## src/rtl/tilt_complementary_filter_assert.svh

```systemverilog
// Assertion macros used by the filter's top-level RTL file.
`ifndef TILT_COMPLEMENTARY_FILTER_ASSERT_SVH
`define TILT_COMPLEMENTARY_FILTER_ASSERT_SVH

// Checked on every rising edge of clk, suspended while rst_n is low.
`define TCF_ASSERT(lbl, prop, msg) \
  lbl: assert property (@(posedge clk) disable iff (!rst_n) prop) else $error(msg);

// Checked on every rising edge of clk, reset included.
`define TCF_ASSERT_ALWAYS(lbl, prop, msg) \
  lbl: assert property (@(posedge clk) prop) else $error(msg);

`endif

```

## src/rtl/tcf_pkg.sv

```systemverilog
package tcf_pkg;

  // Serial divider sizes: numerator bits and divisor bits.
  localparam int DIV_W = 36;
  localparam int DEN_W = 9;

  // Square root of a 60-bit radicand, one result bit per cycle.
  localparam int ROOT_STEPS = 30;

  // Fixed-point constants.
  localparam logic signed [24:0] DEG90_Q15 = 25'sd2949120;
  localparam logic signed [29:0] DEG180_Q15 = 30'sd5898240;
  localparam logic signed [23:0] DEG_PER_RAD_Q16 = 24'sd3755213;
  localparam logic [DEN_W-1:0] GYRO_DIV = 9'd328;
  localparam logic [DEN_W-1:0] BLEND_DIV = 9'd50;
  localparam logic [15:0] PERIOD_RESET = 16'd66;

  typedef enum logic [3:0] {
    S_IDLE, S_GYRO, S_SQA, S_SQB, S_ROOT, S_CLOAD,
    S_CORDIC, S_DEG, S_CLAMP, S_WAIT, S_BLEND
  } tcf_state_t;

  typedef struct packed {
    logic busy;
    logic done;
  } tcf_div_stat_t;

  // Arctangent of 2^-i in radians, Q30.
  function automatic logic signed [31:0] atan_q30(input logic [4:0] i);
    logic signed [31:0] v;
    unique case (i)
      5'd0:  v = 32'sd843314857;
      5'd1:  v = 32'sd497837829;
      5'd2:  v = 32'sd263043837;
      5'd3:  v = 32'sd133525159;
      5'd4:  v = 32'sd67021687;
      5'd5:  v = 32'sd33543516;
      5'd6:  v = 32'sd16775851;
      5'd7:  v = 32'sd8388437;
      5'd8:  v = 32'sd4194283;
      5'd9:  v = 32'sd2097149;
      5'd10: v = 32'sd1048576;
      5'd11: v = 32'sd524288;
      5'd12: v = 32'sd262144;
      5'd13: v = 32'sd131072;
      5'd14: v = 32'sd65536;
      5'd15: v = 32'sd32768;
      5'd16: v = 32'sd16384;
      5'd17: v = 32'sd8192;
      5'd18: v = 32'sd4096;
      5'd19: v = 32'sd2048;
      5'd20: v = 32'sd1024;
      5'd21: v = 32'sd512;
      5'd22: v = 32'sd256;
      5'd23: v = 32'sd128;
      default: v = 32'sd0;
    endcase
    return v;
  endfunction

endpackage

```

## src/rtl/tcf_serial_div.sv

```systemverilog
// Restoring divider, one quotient bit per cycle.
module tcf_serial_div
  import tcf_pkg::*;
(
  input  logic             clk,
  input  logic             rst_n,
  input  logic             start,
  input  logic [DIV_W-1:0] num,
  input  logic [DEN_W-1:0] den,
  output logic [DIV_W-1:0] quo,
  output tcf_div_stat_t    stat
);

  localparam int CNT_W = $clog2(DIV_W + 1);

  logic [DIV_W-1:0] num_r;
  logic [DEN_W-1:0] den_r;
  logic [DEN_W-1:0] rem_r;
  logic [CNT_W-1:0] cnt_r;
  logic             busy_r;
  logic             done_r;
  logic [DEN_W:0]   trial;
  logic             ge;

  // Bring down the next numerator bit and try a subtraction.
  always_comb begin
    trial = {rem_r, num_r[DIV_W-1]};
    ge    = (trial >= {1'b0, den_r});
  end

  // Control state.
  always_ff @(posedge clk) begin
    if (!rst_n) begin
      busy_r <= 1'b0;
      done_r <= 1'b0;
      cnt_r  <= '0;
    end else if (start) begin
      busy_r <= 1'b1;
      done_r <= 1'b0;
      cnt_r  <= '0;
    end else if (busy_r) begin
      cnt_r <= cnt_r + 1'b1;
      if (cnt_r == CNT_W'(DIV_W - 1)) begin
        busy_r <= 1'b0;
        done_r <= 1'b1;
      end
    end
  end

  // Numerator shifts out as the quotient shifts in.
  always_ff @(posedge clk) begin
    if (start) begin
      num_r <= num;
      den_r <= den;
      rem_r <= '0;
    end else if (busy_r) begin
      num_r <= {num_r[DIV_W-2:0], ge};
      rem_r <= ge ? DEN_W'(trial - {1'b0, den_r}) : DEN_W'(trial);
    end
  end

  assign quo       = num_r;
  assign stat.busy = busy_r;
  assign stat.done = done_r;

endmodule

```

## src/rtl/tilt_complementary_filter.sv

```systemverilog
// Tilt complementary filter, one axis, accelerometer plus gyroscope.
// Input channel: in_valid/in_ready carry one sample word of accel X, Y, Z
// and gyro X, raw signed 16-bit readings. Output channel: out_valid/out_ready
// carry one word per sample: the fused angle and the accelerometer-only
// angle, both in degrees times 256.
// cfg_we/cfg_wdata write the integration step (seconds times 65536); write
// it only while no sample is in flight.
// Each sample passes through a bit-serial square root, the vectoring CORDIC
// and a serial divide for the blend; the root and CORDIC are skipped when
// accel X and Z are both zero. The gyro divide runs beside the square root.
// One sample is worked on at a time; in_ready returns in the same cycle as
// the result is posted.
// A new sample is accepted while a finished result still waits in the
// output register; if the receiver stalls, the next result is held in the
// blend stage until the register frees up.
// Reset (synchronous, rst_n low) sets the step to 66, clears the angle
// estimate and marks it unseeded: the first sample seeds it with the
// accelerometer tilt.
module tilt_complementary_filter
  import tcf_pkg::*;
#(
  parameter int CORDIC_STEPS = 16
) (
  input  logic               clk,
  input  logic               rst_n,
  input  logic               in_valid,
  output logic               in_ready,
  input  logic signed [15:0] in_accel_x,
  input  logic signed [15:0] in_accel_y,
  input  logic signed [15:0] in_accel_z,
  input  logic signed [15:0] in_gyro_x,
  output logic               out_valid,
  input  logic               out_ready,
  output logic signed [16:0] out_fused_angle,
  output logic signed [15:0] out_accel_angle,
  input  logic               cfg_we,
  input  logic [15:0]        cfg_wdata
);

`include "tilt_complementary_filter_assert.svh"

  localparam int CW = (CORDIC_STEPS > 1) ? $clog2(CORDIC_STEPS) : 1;

  tcf_state_t state_r, state_nxt;

  logic [15:0]        period_r;
  logic signed [15:0] ax_r, ay_r, az_r, gx_r;
  logic signed [32:0] prod_r;
  logic [31:0]        sq_r;
  logic [59:0]        rad_r;
  logic [30:0]        rem_r;
  logic [29:0]        root_r;
  logic [4:0]         root_cnt_r;
  logic signed [32:0] x_r, y_r;
  logic signed [31:0] z_r;
  logic [CW-1:0]      cor_cnt_r;
  logic signed [55:0] degp_r;
  logic signed [22:0] acc_r;
  logic signed [23:0] est_r;
  logic               seeded_r;
  logic               gneg_r, bneg_r;
  logic               out_valid_r;
  logic signed [16:0] fused_r;
  logic signed [15:0] accel_r;

  logic               div_start;
  logic [DIV_W-1:0]   div_num;
  logic [DIV_W-1:0]   div_quo;
  logic [DEN_W-1:0]   div_den;
  tcf_div_stat_t      div_stat;
  logic               finish;

  // Gyro numerator magnitude: gx * period * 5, rounded by half the divisor.
  logic signed [35:0] p5;
  logic [35:0]        gmag;
  always_comb begin
    p5   = (36'(prod_r) <<< 2) + 36'(prod_r);
    gmag = p5[35] ? (~p5 + 36'd1) : p5;
  end

  // Square root step: two radicand bits in, one root bit out.
  logic [32:0] rem_sh, root_trial;
  logic        root_ge;
  always_comb begin
    rem_sh     = {rem_r, rad_r[59:58]};
    root_trial = {1'b0, root_r, 2'b01};
    root_ge    = (rem_sh >= root_trial);
  end

  // CORDIC vectoring step.
  logic signed [32:0] xsh, ysh;
  logic               ypos;
  always_comb begin
    xsh  = x_r >>> cor_cnt_r;
    ysh  = y_r >>> cor_cnt_r;
    ypos = !y_r[32] && (y_r != 33'sd0);
  end

  // Radians to degrees with rounding, then the +-90 degree clamp.
  logic signed [55:0] degr;
  logic signed [24:0] tq, tclamp;
  always_comb begin
    degr = degp_r + 56'sd1073741824;
    tq   = degr[55:31];
    if (tq > DEG90_Q15) begin
      tclamp = DEG90_Q15;
    end else if (tq < -DEG90_Q15) begin
      tclamp = -DEG90_Q15;
    end else begin
      tclamp = tq;
    end
  end

  // Blend numerator: 49 * (estimate + increment) + accel tilt.
  logic signed [25:0] inc;
  logic signed [23:0] est_eff;
  logic signed [26:0] sum;
  logic signed [33:0] bnum;
  logic [33:0]        bmag;
  always_comb begin
    inc     = gneg_r ? -$signed(div_quo[25:0]) : $signed(div_quo[25:0]);
    est_eff = seeded_r ? est_r : 24'(acc_r);
    sum     = 27'(est_eff) + 27'(inc);
    bnum    = 34'(sum) * 34'sd49 + 34'(acc_r);
    bmag    = bnum[33] ? (~bnum + 34'd1) : bnum;
  end

  // Blend quotient with sign and the +-180 degree clamp.
  logic signed [29:0] bl;
  logic signed [23:0] blc;
  logic signed [24:0] fused_rnd;
  logic signed [23:0] accel_rnd;
  always_comb begin
    bl = bneg_r ? -$signed({1'b0, div_quo[28:0]}) : $signed({1'b0, div_quo[28:0]});
    if (bl > DEG180_Q15) begin
      blc = 24'(DEG180_Q15);
    end else if (bl < -DEG180_Q15) begin
      blc = 24'(-DEG180_Q15);
    end else begin
      blc = 24'(bl);
    end
    fused_rnd = 25'(blc) + 25'sd64;
    accel_rnd = 24'(acc_r) + 24'sd64;
  end

  // Next state and divider control.
  always_comb begin
    state_nxt = state_r;
    div_start = 1'b0;
    div_num   = '0;
    div_den   = GYRO_DIV;
    finish    = 1'b0;
    unique case (state_r)
      S_IDLE: begin
        if (in_valid) state_nxt = S_GYRO;
      end
      S_GYRO: state_nxt = S_SQA;
      S_SQA: begin
        div_start = 1'b1;
        div_num   = gmag + 36'd164;
        state_nxt = S_SQB;
      end
      S_SQB: begin
        state_nxt = (ax_r == 16'sd0 && az_r == 16'sd0) ? S_WAIT : S_ROOT;
      end
      S_ROOT: begin
        if (root_cnt_r == 5'(ROOT_STEPS - 1)) state_nxt = S_CLOAD;
      end
      S_CLOAD: state_nxt = S_CORDIC;
      S_CORDIC: begin
        if (cor_cnt_r == CW'(CORDIC_STEPS - 1)) state_nxt = S_DEG;
      end
      S_DEG: state_nxt = S_CLAMP;
      S_CLAMP: state_nxt = S_WAIT;
      S_WAIT: begin
        if (div_stat.done) begin
          div_start = 1'b1;
          div_den   = BLEND_DIV;
          div_num   = {2'b00, bmag} + 36'd25;
          state_nxt = S_BLEND;
        end
      end
      S_BLEND: begin
        div_den = BLEND_DIV;
        if (div_stat.done && (!out_valid_r || out_ready)) begin
          finish    = 1'b1;
          state_nxt = S_IDLE;
        end
      end
      default: state_nxt = S_IDLE;
    endcase
  end

  assign in_ready = (state_r == S_IDLE);

  // Control registers.
  always_ff @(posedge clk) begin
    if (!rst_n) begin
      state_r     <= S_IDLE;
      period_r    <= PERIOD_RESET;
      est_r       <= '0;
      seeded_r    <= 1'b0;
      out_valid_r <= 1'b0;
    end else begin
      state_r <= state_nxt;
      if (cfg_we) period_r <= cfg_wdata;
      if (finish) begin
        est_r       <= blc;
        seeded_r    <= 1'b1;
        out_valid_r <= 1'b1;
      end else if (out_ready) begin
        out_valid_r <= 1'b0;
      end
    end
  end

  // Datapath registers.
  always_ff @(posedge clk) begin
    unique case (state_r)
      S_IDLE: begin
        if (in_valid) begin
          ax_r <= in_accel_x;
          ay_r <= in_accel_y;
          az_r <= in_accel_z;
          gx_r <= in_gyro_x;
        end
      end
      S_GYRO: prod_r <= gx_r * $signed({1'b0, period_r});
      S_SQA: begin
        gneg_r <= p5[35];
        sq_r   <= 32'(ax_r * ax_r);
      end
      S_SQB: begin
        rad_r      <= {sq_r + 32'(az_r * az_r), 28'd0};
        rem_r      <= '0;
        root_r     <= '0;
        root_cnt_r <= '0;
        if (ay_r > 16'sd0) begin
          acc_r <= 23'(DEG90_Q15);
        end else if (ay_r < 16'sd0) begin
          acc_r <= 23'(-DEG90_Q15);
        end else begin
          acc_r <= '0;
        end
      end
      S_ROOT: begin
        rad_r      <= {rad_r[57:0], 2'b00};
        root_cnt_r <= root_cnt_r + 5'd1;
        if (root_ge) begin
          rem_r  <= 31'(rem_sh - root_trial);
          root_r <= {root_r[28:0], 1'b1};
        end else begin
          rem_r  <= 31'(rem_sh);
          root_r <= {root_r[28:0], 1'b0};
        end
      end
      S_CLOAD: begin
        x_r       <= $signed({3'b000, root_r});
        y_r       <= 33'(ay_r) <<< 14;
        z_r       <= '0;
        cor_cnt_r <= '0;
      end
      S_CORDIC: begin
        cor_cnt_r <= cor_cnt_r + 1'b1;
        if (ypos) begin
          x_r <= x_r + ysh;
          y_r <= y_r - xsh;
          z_r <= z_r + atan_q30(5'(cor_cnt_r));
        end else begin
          x_r <= x_r - ysh;
          y_r <= y_r + xsh;
          z_r <= z_r - atan_q30(5'(cor_cnt_r));
        end
      end
      S_DEG: degp_r <= z_r * DEG_PER_RAD_Q16;
      S_CLAMP: acc_r <= 23'(tclamp);
      S_WAIT: bneg_r <= bnum[33];
      S_BLEND: begin
        if (finish) begin
          fused_r <= fused_rnd[23:7];
          accel_r <= accel_rnd[22:7];
        end
      end
      default: ;
    endcase
  end

  tcf_serial_div u_div (
    .clk   (clk),
    .rst_n (rst_n),
    .start (div_start),
    .num   (div_num),
    .den   (div_den),
    .quo   (div_quo),
    .stat  (div_stat)
  );

  assign out_valid       = out_valid_r;
  assign out_fused_angle = fused_r;
  assign out_accel_angle = accel_r;

  // A sample word accepted always starts the gyro product next.
  `TCF_ASSERT(a_accept_starts, in_valid && in_ready |=> state_r == S_GYRO, "accept did not start")
  // The shared divider is never restarted in the middle of a divide.
  `TCF_ASSERT(a_div_free, div_start |-> !div_stat.busy, "divider restarted while busy")
  // Results stay within +-180 and +-90 degrees.
  `TCF_ASSERT(a_fused_range,
    out_valid |-> (out_fused_angle <= 17'sd46080) && (out_fused_angle >= -17'sd46080),
    "fused angle out of range")
  `TCF_ASSERT(a_accel_range,
    out_valid |-> (out_accel_angle <= 16'sd23040) && (out_accel_angle >= -16'sd23040),
    "accel angle out of range")

endmodule
```

## config.mk

```make
export PLATFORM = sky130hd
export DESIGN_NAME = tilt_complementary_filter
export DESIGN_NICKNAME = d
export VERILOG_FILES = /design/src/rtl/tcf_pkg.sv /design/src/rtl/tcf_serial_div.sv /design/src/rtl/tilt_complementary_filter.sv
export VERILOG_INCLUDE_DIRS = /design/src /design/src/rtl
export SDC_FILE = /design/constraint.sdc
export NUM_CORES = 2
export LEC_CHECK = 0
export BUFFER_PORTS_ARGS = -buffer_cell sky130_fd_sc_hd__buf_2
export CAP_MARGIN = 0
export CORE_AREA = 8 8 385 387
export DETAILED_ROUTE_END_ITERATION = 6
export DIE_AREA = 0 0 393 395
export PLACE_DENSITY = 0.76
export SYNTH_ARGS = -nofsm -noshare
export SYNTH_HDL_FRONTEND = slang
export SYNTH_HIERARCHICAL = 1
export SYNTH_SLANG_ARGS = --single-unit
```

## constraint.sdc

```tcl
create_clock -name clk -period 13.5 [get_ports clk]
set_input_delay 0.675 -clock clk [delete_from_list [all_inputs] [get_ports clk]]
set_output_delay 0.675 -clock clk [all_outputs]
set_load 0.005 [all_outputs]
```

==> flow_summary.yaml <==
status:
  status: "finished, violations left"
  violations: "DRC"
critical_path:
  crit_path_frequent_cell: "ha_1"
  cp_max_fo: 37
  worstSetupEndpointType: "register"
  worstReg2RegStart: "u_div/quo[0]"
  crit_type: "reg2reg"
  critical_path_required_ns: 13.93
  r2r_slack_ns: 0.77
  start_kind: "register"
  critical_path_arrival_ns: 13.16
  critPathMaxStageDelay_ns: 0.67
  slowest_stage: "or4b_1"
  crit_start: "u_div/quo[0]"
routing:
  drtAntennaViolNets: 0
  drc: 13
  wl_um: 213000
  via_count: 64300
  firstDrtPassIters: 7
  viasPerCell: 5.92
  wl_per_cell_um: 19.6
  first_iter_violations: 4796
placed_design:
  dpl.hpwl_um: 170000
  io_buffers: 119
  place.gp.congestion: 0.990
  placed_area_sq_um: 86900
clocking:
  clock_sinks: 547
  clockBufferDepth: 3
  h-tree-depth: 3
  cts-root-buf: "clkbuf_16"
  cts_hold_buf: 0
  tritoncts: "done"
  numCtsBuffers: 72
  clk_pin_slew_ns: 0.06
  ctsResizeCount: 0
  postCtsSetupRepairBufs: 0
  clock_latency_ns: 0.70
sta:
  relSlewSlack_pct: 17.1
  rsz0062_at_grt: "no"
  finalHoldViolCount: 0
  worst_pin_slew_ns: 1.21
  slew_viol_final: 0
  skew_ns: 0.0403
  max_freq_mhz: 78.5
  finalCritPeriodShare_pct: 94.3
  period_needed_ns: 12.73
  finalSetupTns_ns: 0
  finalSetupViolations: 0
logic_synthesis:
  syn_avg_cell_area_sq_um: 9.47
  syn_inst: 8953
  ys_warn_count: 6
  syn_area_sq_um: 84800
global_routing:
  grt_usage_pct: 27.5
  grt_max_degree: 76
  globalRoute.totalOverflow: 0
  grt_pass1_wl_um: 348000
  grt_antenna_before_repair: 6
  grt_pass1_vias: 66900
floorplan:
  io_pins: 120
  fp-row-count: 139
  die_h_um: 395
  start_util_pct: 59.6
  die_x_um: 393
  die-area_sq_um: 155000
  fp.coreArea_sq_um: 142000
cells_and_area:
  utilization_pct: 62.8
  area_growth_pct: 5.35
  layout.nets: 10900
  final_layout_size_suffix_gt1_share_pct: 6.35
  stdcell_area_sq_um: 89300
job:
  maxCapViolations: 0
worst_hold_path:
  hold_path_class: "in2reg"
  holdCritStartpoint: "in_accel_z[10]"
## layout make-up
class,instances,area (sq um)
multi-input cells,6620,62400
diodes,7,17.5
flip-flops and latches,547,15500
clock inverters,42,428
repair buffers,165,941
clock buffers,91,2010
fillers,11700,52900
well taps,1903,2380
inverters,1492,5600
## critical path, delay by kind of cell, from the launching register on
family          cells  cell delay (ns)
compound gates     15             4.33
xor+xnor            2             0.38
fa+ha+maj           6             2.25
buf+inv             4             0.95
flops               1             0.49
mux                 1             0.27
simple gates       12             3.78
## metal layers
layer | wire [um] | global-route usage, % | vias to the layer above
li1 | - | - | 29800
met1 | 87500 | 35.5 | 31800
met2 | 103000 | 46.7 | 2207
met3 | 13100 | 4.03 | 504
met4 | 8960 | 10.2 | 6
met5 | 43 | 0 | -
## path summary, 6_finish.rpt
path | end | cells after the start
setup / recovery | u_div/quo[31] | 40
hold / removal | az_r[10] | 1
setup reg to reg | u_div/quo[31] | 40
hold reg to reg | est_r[6] | 2
## metrics by stage
stage	hold WS, ns	std cells	worst slack (ns)
floorplan	0.440	8956	2.60
global placement	0.452	10700	1.22
detailed placement	0.487	10700	0.952
CTS	0.115	10900	0.846
global route	0.133	10900	0.116
finish	0.162	10900	0.768
## flip-flops by register name (all words and copies together), names as in the netlist, 5 cells and up, named ones only
name and count:
u_div/quo 36, prod_r 33, x_r 33, y_r 33, rad_r 32, z_r 32
rem_r 31, sq_r 31, root_r 30, degp_r 25, est_r 24, acc_r 23
out_fused_angle 17, ax_r 16, ay_r 16, az_r 16, gx_r 16, out_accel_angle 16
period_r 16, u_div/den_r 9, u_div/rem_r 9, u_div/cnt_r 6, root_cnt_r 5
## layout by cell type, fill, tap and decap left out, drive strengths merged, types with 133 or more instances in the layout
master / n
nor2: 496
buf: 165
nand3: 155
a21oi: 388
nor3: 159
ha: 886
fa: 1072
inv: 1498
a21o: 133
o21ai: 333
nand2: 760
xor2: 238
edfxtp: 456
and2: 256
xnor2: 380
Power is not shown: default switching activity piles up to over one toggle a cycle in this logic, so the estimate is an artifact.
